## config.mk

```make
export PLATFORM = sky130hd
export DESIGN_NAME = gas_sensor_ema_alarm_top
export DESIGN_NICKNAME = d
export VERILOG_FILES = /design/src/rtl/gsea_pkg.sv /design/src/rtl/gas_sensor_ema_alarm_top.sv /design/src/rtl/gsea_apb_regs.sv /design/src/rtl/gsea_ema.sv /design/src/rtl/gsea_core.sv
export SDC_FILE = /design/constraint.sdc
export NUM_CORES = 2
export LEC_CHECK = 0
export ABC_CLOCK_PERIOD_IN_PS = 11110
export BUFFER_PORTS_ARGS = -buffer_cell sky130_fd_sc_hd__buf_2
export CORE_UTILIZATION = 60
export CTS_BUF_LIST = sky130_fd_sc_hd__clkbuf_8
export DETAILED_ROUTE_END_ITERATION = 10
export PLACE_DENSITY = 0.78
export RECOVER_POWER = 50
export SYNTH_ARGS = -nofsm -noshare
export SYNTH_HDL_FRONTEND = slang
export SYNTH_HIERARCHICAL = 1
export SYNTH_SLANG_ARGS = --single-unit
```

## constraint.sdc

```tcl
create_clock -name clk -period 11.11 [get_ports clk]
set_clock_uncertainty 0.05 [all_clocks]
set_input_delay 0.5555 -clock clk [delete_from_list [all_inputs] [get_ports clk]]
set_output_delay 0.5555 -clock clk [all_outputs]
set_load 0.01 [all_outputs]
```

## src/rtl/gsea_pkg.sv

```systemverilog
// ---------------------------------------------------------------------------
// gsea_pkg: shared types and constants for the gas sensor EMA alarm
// Item layouts, register map, stage codes and register reset values.
// ---------------------------------------------------------------------------
package gsea_pkg;

	localparam int SAMPLE_BITS = 12;
	localparam int AVG_BITS    = SAMPLE_BITS + 8;
	localparam int STIMER_BITS = 20;
	localparam int TIMER_BITS  = 16;
	localparam int ALPHA_BITS  = 9;
	localparam int RATIO_BITS  = 10;
	localparam int PROD_BITS   = RATIO_BITS + AVG_BITS;
	localparam int ADDR_BITS   = 5;
	localparam int DATA_BITS   = 32;

	// stage codes
	localparam logic [1:0] STAGE_WARMUP = 2'd0;
	localparam logic [1:0] STAGE_CALIB  = 2'd1;
	localparam logic [1:0] STAGE_RUN    = 2'd2;

	// register indexes (byte address = 4 * index)
	localparam logic [2:0] REG_WARMUP_TICKS   = 3'd0;
	localparam logic [2:0] REG_CALIB_TICKS    = 3'd1;
	localparam logic [2:0] REG_SAMPLE_PERIOD  = 3'd2;
	localparam logic [2:0] REG_ALPHA_Q8       = 3'd3;
	localparam logic [2:0] REG_RISE_RATIO_Q8  = 3'd4;
	localparam logic [2:0] REG_FALL_RATIO_Q8  = 3'd5;
	localparam logic [2:0] REG_BEEP_ON_TICKS  = 3'd6;
	localparam logic [2:0] REG_BEEP_OFF_TICKS = 3'd7;

	// register reset values
	localparam logic [STIMER_BITS-1:0] RST_WARMUP_TICKS   = 20'd60000;
	localparam logic [STIMER_BITS-1:0] RST_CALIB_TICKS    = 20'd10000;
	localparam logic [TIMER_BITS-1:0]  RST_SAMPLE_PERIOD  = 16'd200;
	localparam logic [ALPHA_BITS-1:0]  RST_ALPHA_Q8       = 9'd38;
	localparam logic [RATIO_BITS-1:0]  RST_RISE_RATIO_Q8  = 10'd282;
	localparam logic [RATIO_BITS-1:0]  RST_FALL_RATIO_Q8  = 10'd269;
	localparam logic [TIMER_BITS-1:0]  RST_BEEP_ON_TICKS  = 16'd120;
	localparam logic [TIMER_BITS-1:0]  RST_BEEP_OFF_TICKS = 16'd120;

	// 1.0 in Q12.8
	localparam logic [AVG_BITS-1:0] AVG_ONE = AVG_BITS'(256);

	typedef struct packed {
		logic [SAMPLE_BITS-1:0] adc_sample;
		logic                   comparator_level;
	} in_item_t;

	typedef struct packed {
		logic [1:0]          stage;
		logic                smoke;
		logic                buzzer_drive;
		logic [AVG_BITS-1:0] average_q8;
	} out_item_t;

	typedef struct packed {
		logic [STIMER_BITS-1:0] warmup_ticks;
		logic [STIMER_BITS-1:0] calib_ticks;
		logic [TIMER_BITS-1:0]  sample_period;
		logic [ALPHA_BITS-1:0]  alpha_q8;
		logic [RATIO_BITS-1:0]  rise_ratio_q8;
		logic [RATIO_BITS-1:0]  fall_ratio_q8;
		logic [TIMER_BITS-1:0]  beep_on_ticks;
		logic [TIMER_BITS-1:0]  beep_off_ticks;
	} cfg_t;

endpackage

```

## src/rtl/gas_sensor_ema_alarm_top.sv

```systemverilog
// ---------------------------------------------------------------------------
// gas_sensor_ema_alarm_top: gas sensor EMA baseline alarm
// One item per millisecond tick in, one status item out per tick.
// ---------------------------------------------------------------------------
// Path: the accepted item sits in the input register, then moves to the result
//   register when it can advance; result valid rises as it is written there.
// Throughput: 1 item per cycle while out_ready holds; the state update is one
//   pass of logic between the input register and the result register.
// Reset (arst_n low, async): pipeline empty, stage warmup, timers/EMA/baseline
//   cleared, alarm and buzzer off, config registers at their defaults.
module gas_sensor_ema_alarm_top
	import gsea_pkg::*;
(
	input  logic                 clk,
	input  logic                 arst_n,
	// input items
	input  logic                 in_valid,
	output logic                 in_ready,
	input  in_item_t             in_data,
	// result items
	output logic                 out_valid,
	input  logic                 out_ready,
	output out_item_t            out_data,
	// configuration port
	input  logic                 psel,
	input  logic                 penable,
	input  logic                 pwrite,
	input  logic [ADDR_BITS-1:0] paddr,
	input  logic [DATA_BITS-1:0] pwdata,
	output logic [DATA_BITS-1:0] prdata,
	output logic                 pready
);

	cfg_t      cfg;
	logic      s1_valid;
	in_item_t  s1_item;
	logic      s2_valid;
	out_item_t s2_item;
	out_item_t core_result;
	logic      advance;
	logic      in_take;

	gsea_apb_regs u_regs (
		.clk     (clk),
		.arst_n  (arst_n),
		.psel    (psel),
		.penable (penable),
		.pwrite  (pwrite),
		.paddr   (paddr),
		.pwdata  (pwdata),
		.prdata  (prdata),
		.pready  (pready),
		.cfg     (cfg)
	);

	// stage 1 item moves on when the result register is free or being drained
	assign advance  = s1_valid && (!s2_valid || out_ready);
	assign in_ready = !s1_valid || advance;
	assign in_take  = in_valid && in_ready;

	// state is committed only when the item's result is written
	gsea_core u_core (
		.clk     (clk),
		.arst_n  (arst_n),
		.advance (advance),
		.item    (s1_item),
		.cfg     (cfg),
		.result  (core_result)
	);

	always_ff @(posedge clk or negedge arst_n) begin
		if (!arst_n) begin
			s1_valid <= 1'b0;
			s2_valid <= 1'b0;
		end else begin
			s1_valid <= in_take || (s1_valid && !advance);
			s2_valid <= advance || (s2_valid && !out_ready);
		end
	end

	// payload registers, no reset
	always_ff @(posedge clk) begin
		if (in_take)
			s1_item <= in_data;
		if (advance)
			s2_item <= core_result;
	end

	assign out_valid = s2_valid;
	assign out_data  = s2_item;

endmodule

```

## src/rtl/gsea_apb_regs.sv

```systemverilog
// ---------------------------------------------------------------------------
// gsea_apb_regs: configuration register file
// APB-style write/read of the eight setup registers; no wait states.
// ---------------------------------------------------------------------------
module gsea_apb_regs
	import gsea_pkg::*;
(
	input  logic                 clk,
	input  logic                 arst_n,
	input  logic                 psel,
	input  logic                 penable,
	input  logic                 pwrite,
	input  logic [ADDR_BITS-1:0] paddr,
	input  logic [DATA_BITS-1:0] pwdata,
	output logic [DATA_BITS-1:0] prdata,
	output logic                 pready,
	output cfg_t                 cfg
);

	cfg_t       cfg_q;
	logic       wr_en;
	logic [2:0] reg_idx;

	assign pready  = 1'b1;
	assign wr_en   = psel && penable && pwrite;
	assign reg_idx = paddr[4:2];
	assign cfg     = cfg_q;

	always_ff @(posedge clk or negedge arst_n) begin
		if (!arst_n) begin
			cfg_q.warmup_ticks   <= RST_WARMUP_TICKS;
			cfg_q.calib_ticks    <= RST_CALIB_TICKS;
			cfg_q.sample_period  <= RST_SAMPLE_PERIOD;
			cfg_q.alpha_q8       <= RST_ALPHA_Q8;
			cfg_q.rise_ratio_q8  <= RST_RISE_RATIO_Q8;
			cfg_q.fall_ratio_q8  <= RST_FALL_RATIO_Q8;
			cfg_q.beep_on_ticks  <= RST_BEEP_ON_TICKS;
			cfg_q.beep_off_ticks <= RST_BEEP_OFF_TICKS;
		end else if (wr_en) begin
			unique case (reg_idx)
				REG_WARMUP_TICKS:   cfg_q.warmup_ticks   <= pwdata[STIMER_BITS-1:0];
				REG_CALIB_TICKS:    cfg_q.calib_ticks    <= pwdata[STIMER_BITS-1:0];
				REG_SAMPLE_PERIOD:  cfg_q.sample_period  <= pwdata[TIMER_BITS-1:0];
				REG_ALPHA_Q8:       cfg_q.alpha_q8       <= pwdata[ALPHA_BITS-1:0];
				REG_RISE_RATIO_Q8:  cfg_q.rise_ratio_q8  <= pwdata[RATIO_BITS-1:0];
				REG_FALL_RATIO_Q8:  cfg_q.fall_ratio_q8  <= pwdata[RATIO_BITS-1:0];
				REG_BEEP_ON_TICKS:  cfg_q.beep_on_ticks  <= pwdata[TIMER_BITS-1:0];
				REG_BEEP_OFF_TICKS: cfg_q.beep_off_ticks <= pwdata[TIMER_BITS-1:0];
				default: ;
			endcase
		end
	end

	always_comb begin
		unique case (reg_idx)
			REG_WARMUP_TICKS:   prdata = DATA_BITS'(cfg_q.warmup_ticks);
			REG_CALIB_TICKS:    prdata = DATA_BITS'(cfg_q.calib_ticks);
			REG_SAMPLE_PERIOD:  prdata = DATA_BITS'(cfg_q.sample_period);
			REG_ALPHA_Q8:       prdata = DATA_BITS'(cfg_q.alpha_q8);
			REG_RISE_RATIO_Q8:  prdata = DATA_BITS'(cfg_q.rise_ratio_q8);
			REG_FALL_RATIO_Q8:  prdata = DATA_BITS'(cfg_q.fall_ratio_q8);
			REG_BEEP_ON_TICKS:  prdata = DATA_BITS'(cfg_q.beep_on_ticks);
			REG_BEEP_OFF_TICKS: prdata = DATA_BITS'(cfg_q.beep_off_ticks);
			default:            prdata = '0;
		endcase
	end

endmodule

```

## src/rtl/gsea_ema.sv

```systemverilog
// ---------------------------------------------------------------------------
// gsea_ema: EMA fold of one sample
// avg' = (a*x*256 + (256-a)*avg + 128) >> 8, or x*256 when empty.
// ---------------------------------------------------------------------------
module gsea_ema
	import gsea_pkg::*;
(
	input  logic [ALPHA_BITS-1:0]  alpha_q8,
	input  logic [SAMPLE_BITS-1:0] sample,
	input  logic [AVG_BITS-1:0]    avg,
	input  logic                   avg_valid,
	output logic [AVG_BITS-1:0]    avg_next
);

	localparam int NEW_BITS = ALPHA_BITS + SAMPLE_BITS;
	localparam int OLD_BITS = ALPHA_BITS + AVG_BITS;
	localparam int ACC_BITS = OLD_BITS + 1;

	localparam logic [ALPHA_BITS-1:0] ALPHA_ONE = ALPHA_BITS'(256);

	logic [ALPHA_BITS-1:0] a_new;
	logic [ALPHA_BITS-1:0] a_old;
	logic [NEW_BITS-1:0]   prod_new;
	logic [OLD_BITS-1:0]   prod_old;
	logic [ACC_BITS-1:0]   acc;

	// weights above one act as one
	assign a_new    = (alpha_q8 > ALPHA_ONE) ? ALPHA_ONE : alpha_q8;
	assign a_old    = ALPHA_ONE - a_new;
	assign prod_new = NEW_BITS'(a_new) * NEW_BITS'(sample);
	assign prod_old = OLD_BITS'(a_old) * OLD_BITS'(avg);
	assign acc      = ACC_BITS'({prod_new, 8'b0}) + ACC_BITS'(prod_old) + ACC_BITS'(128);

	assign avg_next = avg_valid ? acc[AVG_BITS+7:8] : {sample, 8'b0};

endmodule

```

## src/rtl/gsea_core.sv

```systemverilog
// ---------------------------------------------------------------------------
// gsea_core: per-tick state update
// Timers, stage sequencing, baseline latch, ratio alarm and beep pattern.
// ---------------------------------------------------------------------------
module gsea_core
	import gsea_pkg::*;
(
	input  logic      clk,
	input  logic      arst_n,
	input  logic      advance,
	input  in_item_t  item,
	input  cfg_t      cfg,
	output out_item_t result
);

	logic [1:0]             stage_q, stage_n;
	logic [STIMER_BITS-1:0] stage_timer_q, stage_timer_inc, stage_timer_n;
	logic [TIMER_BITS-1:0]  sample_timer_q, sample_timer_inc, sample_timer_n;
	logic [TIMER_BITS-1:0]  beep_timer_q, beep_timer_inc, beep_timer_n;
	logic [AVG_BITS-1:0]    avg_q, avg_fold, avg_n;
	logic                   avg_valid_q, avg_valid_n;
	logic [AVG_BITS-1:0]    base_q, base_n;
	logic                   alarm_q, alarm_n;
	logic                   beep_active_q, beep_active_n;
	logic                   beep_sound_q, beep_sound_n;

	logic                   fire;
	logic                   enter_run;
	logic [RATIO_BITS-1:0]  ratio;
	logic [PROD_BITS-1:0]   ratio_prod;
	logic                   ratio_hit;
	logic                   run;

	gsea_ema u_ema (
		.alpha_q8  (cfg.alpha_q8),
		.sample    (item.adc_sample),
		.avg       (avg_q),
		.avg_valid (avg_valid_q),
		.avg_next  (avg_fold)
	);

	// saturating tick counters
	assign stage_timer_inc  = (&stage_timer_q) ? stage_timer_q : stage_timer_q + 1'b1;
	assign sample_timer_inc = (&sample_timer_q) ? sample_timer_q : sample_timer_q + 1'b1;
	assign beep_timer_inc   = (&beep_timer_q) ? beep_timer_q : beep_timer_q + 1'b1;
	assign fire             = sample_timer_inc >= cfg.sample_period;

	always_comb begin
		stage_n        = stage_q;
		stage_timer_n  = stage_timer_inc;
		sample_timer_n = sample_timer_inc;
		avg_n          = avg_q;
		avg_valid_n    = avg_valid_q;
		base_n         = base_q;
		enter_run      = 1'b0;
		if (fire) begin
			sample_timer_n = '0;
			avg_n          = avg_fold;
			avg_valid_n    = 1'b1;
			unique case (stage_q)
				STAGE_WARMUP: begin
					if (stage_timer_inc >= cfg.warmup_ticks) begin
						avg_valid_n   = 1'b0;
						stage_timer_n = '0;
						stage_n       = STAGE_CALIB;
					end
				end
				STAGE_CALIB: begin
					if (stage_timer_inc >= cfg.calib_ticks) begin
						base_n    = (avg_fold < AVG_ONE) ? AVG_ONE : avg_fold;
						stage_n   = STAGE_RUN;
						enter_run = 1'b1;
					end
				end
				default: ;
			endcase
		end
	end

	// ratio test: avg*256 >= ratio*baseline; product taken from registers only
	assign ratio      = alarm_q ? cfg.fall_ratio_q8 : cfg.rise_ratio_q8;
	assign ratio_prod = PROD_BITS'(ratio) * PROD_BITS'(base_q);

	always_comb begin
		if (enter_run) begin
			// baseline is max(avg, 1.0) this tick, so the product reduces
			if (avg_n >= AVG_ONE)
				ratio_hit = AVG_BITS'(ratio) <= AVG_ONE;
			else
				ratio_hit = avg_n >= AVG_BITS'(ratio);
		end else begin
			ratio_hit = (base_q != '0) && (PROD_BITS'({avg_n, 8'b0}) >= ratio_prod);
		end
		ratio_hit = ratio_hit && avg_valid_n;
	end

	assign run     = stage_n == STAGE_RUN;
	assign alarm_n = run ? (ratio_hit || !item.comparator_level) : alarm_q;

	// beep pattern
	always_comb begin
		beep_timer_n  = beep_timer_inc;
		beep_active_n = beep_active_q;
		beep_sound_n  = beep_sound_q;
		if (!run || !alarm_n) begin
			beep_active_n = 1'b0;
			beep_sound_n  = 1'b0;
		end else if (!beep_active_q) begin
			beep_active_n = 1'b1;
			beep_sound_n  = 1'b1;
			beep_timer_n  = '0;
		end else if (beep_sound_q && beep_timer_inc >= cfg.beep_on_ticks) begin
			beep_sound_n = 1'b0;
			beep_timer_n = '0;
		end else if (!beep_sound_q && beep_timer_inc >= cfg.beep_off_ticks) begin
			beep_sound_n = 1'b1;
			beep_timer_n = '0;
		end
	end

	assign result.stage        = stage_n;
	assign result.smoke        = alarm_n;
	assign result.buzzer_drive = beep_sound_n;
	assign result.average_q8   = avg_valid_n ? avg_n : '0;

	always_ff @(posedge clk or negedge arst_n) begin
		if (!arst_n) begin
			stage_q        <= STAGE_WARMUP;
			stage_timer_q  <= '0;
			sample_timer_q <= '0;
			beep_timer_q   <= '0;
			avg_q          <= '0;
			avg_valid_q    <= 1'b0;
			base_q         <= '0;
			alarm_q        <= 1'b0;
			beep_active_q  <= 1'b0;
			beep_sound_q   <= 1'b0;
		end else if (advance) begin
			stage_q        <= stage_n;
			stage_timer_q  <= stage_timer_n;
			sample_timer_q <= sample_timer_n;
			beep_timer_q   <= beep_timer_n;
			avg_q          <= avg_n;
			avg_valid_q    <= avg_valid_n;
			base_q         <= base_n;
			alarm_q        <= alarm_n;
			beep_active_q  <= beep_active_n;
			beep_sound_q   <= beep_sound_n;
		end
	end

endmodule

```

==> impl_metrics.yaml <==
run_status:
  status: "finished, violations left"
  violations: "capacitance limit, slew limit"
cells_and_area:
  num-fill-cells: 4121
  layout_commonest_cell: "inv_1"
  most-common-layout-cells: "inv_1 (471), nand2_1 (401), fa_1 (357)"
  num_antenna_cells: 0
  area_growth_pct: 5.644
  fin_nets: 3999
  fin_util: 0.6457
  postLayoutCellArea_mm2: 0.03253
  layout-drive-gt1-share: 0.1100
place:
  pre_cts_slack_ns: 0.1190
  placed_cell_area_mm2: 0.03161
  gp_congestion: 0.9330
  hpwl_um: 59110
  numPortBuffers: 88
floorplanning:
  die_height_um: 228.5
  core_area_mm2: 0.05038
  die_w_um: 228.5
  initial_utilization: 0.6112
  dieArea_mm2: 0.05223
  ios: 116
  rows: 82
cts:
  htreeDepth: 2
  clockRootBuffer: "clkbuf_8"
  cts_setup_buffers: 0
  numCtsBuffers: 47
  clock-sinks: 254
  cts_buffer_depth: 3
  cts_tree: "done"
  clkLatencyLatePin_ns: 0.65
  clk_pin_slew_ns: 0.06
synth:
  syn_area_mm2: 0.03079
  synth_async_sr_flop_share: 0.8543
  synthDistinctLibCells: 95
  yosys_warnings: 6
  synth_edf_count: 37
  ys.flop_type: "dfrtp_1"
  ys_ff_latch: 254
  avgSynthCellArea_um2: 9.325
  postSynthCellCount: 3302
  ys_seq_area_frac: 0.2138
timing:
  timing.final.hold_violations: 0
  hold_ws_ns: 0.03413
  slew_headroom: -1.874
  fin_ws_ns: 0.5000
  finalCritPeriodShare: 0.9550
  max_freq_ghz: 0.09425
  tightest_slew_ns: 4.311
  finalSetupViolCount: 0
  maxSlewViolCount: 299
  min_period_ns: 10.61
critical_path:
  crit_arrival_ns: 10.92
  crit_fanout: 23
  crit_buf_inv: 8
  cpMostUsedCell: "fa_1"
  critical_path_required_ns: 11.42
  slowest_stage: "a2111oi_1"
  end_kind: "register"
  crit_family: "adder cells"
  start_kind: "register"
  crit_type: "reg2reg"
  critPathMaxStageDelay_ns: 0.58
routing:
  num_vias: 23740
  wl_um: 78020
  drtIter0Drc: 1937
  wl_per_cell_um: 19.38
  post-route-drc-count: 0
  antenna_left: 0
  via_per_inst: 5.895
  drt-pass1-iter-count: 6
grt:
  track_usage: 0.3047
  grt_max_degree: 83
  antenna_found_initial: 2
  gr-total-overflow: 0
  grt_first_pass_wirelength_um: 128200
  grt_pass1_vias: 24880
run:
  cap_violations: 6
worst_hold_path:
  hold_path_class: "in2reg"
final cells by class:
cell class | instances | area, um^2 | area share
Sequential cell | 254 | 6584 | 0.2024
Tap cell | 672 | 840.8 | 0.02585
Clock inverter | 29 | 212.7 | 0.006539
Clock buffer | 59 | 812.0 | 0.02496
Multi-Input combinational cell | 2438 | 21760 | 0.6688
Timing Repair Buffer | 116 | 601.8 | 0.01850
Inverter | 459 | 1723 | 0.05296
registers in the layout, indices dropped and copies added (netlist names):
register	cells
u_core/beep_sound_q	1
out_valid	1
u_core/stage_q	2
u_core/avg_q	20
u_core/base_q	20
u_core/sample_timer_q	16
u_core/avg_valid_q	1
s1_valid	1
u_core/beep_timer_q	16
u_regs/cfg	117
u_core/beep_active_q	1
u_core/stage_timer_q	20
u_core/alarm_q	1
out_data	24
s1_item	13
metal layers:
metal | GRT usage | vias to the layer above | part of all wire
met5 | 0 | - | 0.00027
met4 | 0.1158 | 4 | 0.040
met3 | 0.03905 | 206 | 0.056
met2 | 0.5284 | 825 | 0.50
met1 | 0.3883 | 11950 | 0.41
li1 | - | 10760 | -
timing repair:
item,4_1_cts,5_1_grt
endpoints found under the hold margin,50,0
hold buffers,1,0
setup endpoints to repair,0,21
gates resized for setup,0,6
per-stage QoR:
stage                     cells   TNS (ns)
after floorplan            3313          0
after global placement     3938          0
after detailed placement   3938          0
after CTS                  4027          0
after global routing       4027  -0.005406
final                      4027          0
cell usage after synthesis, types with 22 or more instances:
cell / number / area, um^2
mux2_2: 137 / 1543
dfrtp_1: 183 / 4579
nor2b_1: 23 / 143.9
and2_1: 254 / 1589
dfstp_2: 34 / 893.4
a21o_1: 27 / 202.7
xnor2_1: 57 / 499.2
buf_4: 26 / 195.2
mux2i_1: 55 / 550.5
fa_1: 357 / 7147
nand2_1: 401 / 1505
nor3_1: 30 / 150.1
o21ai_0: 113 / 565.5
nand3_1: 55 / 275.3
nand2b_1: 30 / 187.7
edfxtp_1: 37 / 1111
xor2_1: 47 / 411.6
nor2_1: 150 / 563.0
a21oi_1: 128 / 640.6
clkbuf_1: 99 / 371.6
ha_1: 269 / 3366
inv_1: 456 / 1712
buf_1: 22 / 82.58
logic make-up (layout without fill, tap and decap cells):
kind of cell	after synthesis	in the layout	synth area share
AND/OR/NAND/NOR	1067	1067	0.1745
adder cells (fa/ha/maj)	626	626	0.3414
AO/OA/AOI/OAI	430	430	0.08980
XOR/XNOR	104	104	0.02958
other	2	13	0.0002439
multiplexers	198	198	0.07066
flip-flops	254	254	0.2138
buffers and inverters	621	663	0.08001
worst paths after layout:
path                            cells past startpoint      startpoint  slack (ns)                      end
worst max register to register                     38  u_regs/cfg[60]        0.50             out_data[21]
worst min register to register                      1        s1_valid        0.46                out_valid
min in group asynchronous                           2          arst_n        1.55           u_regs/cfg[33]
worst min-delay path                                1      in_data[4]        0.03               s1_item[4]
worst max-delay path                               38  u_regs/cfg[60]        0.50             out_data[21]
max in group asynchronous                           3          arst_n        4.10  u_core/stage_timer_q[2]
Power is not shown: default switching activity piles up to over one toggle a cycle in this logic, so the estimate is an artifact.
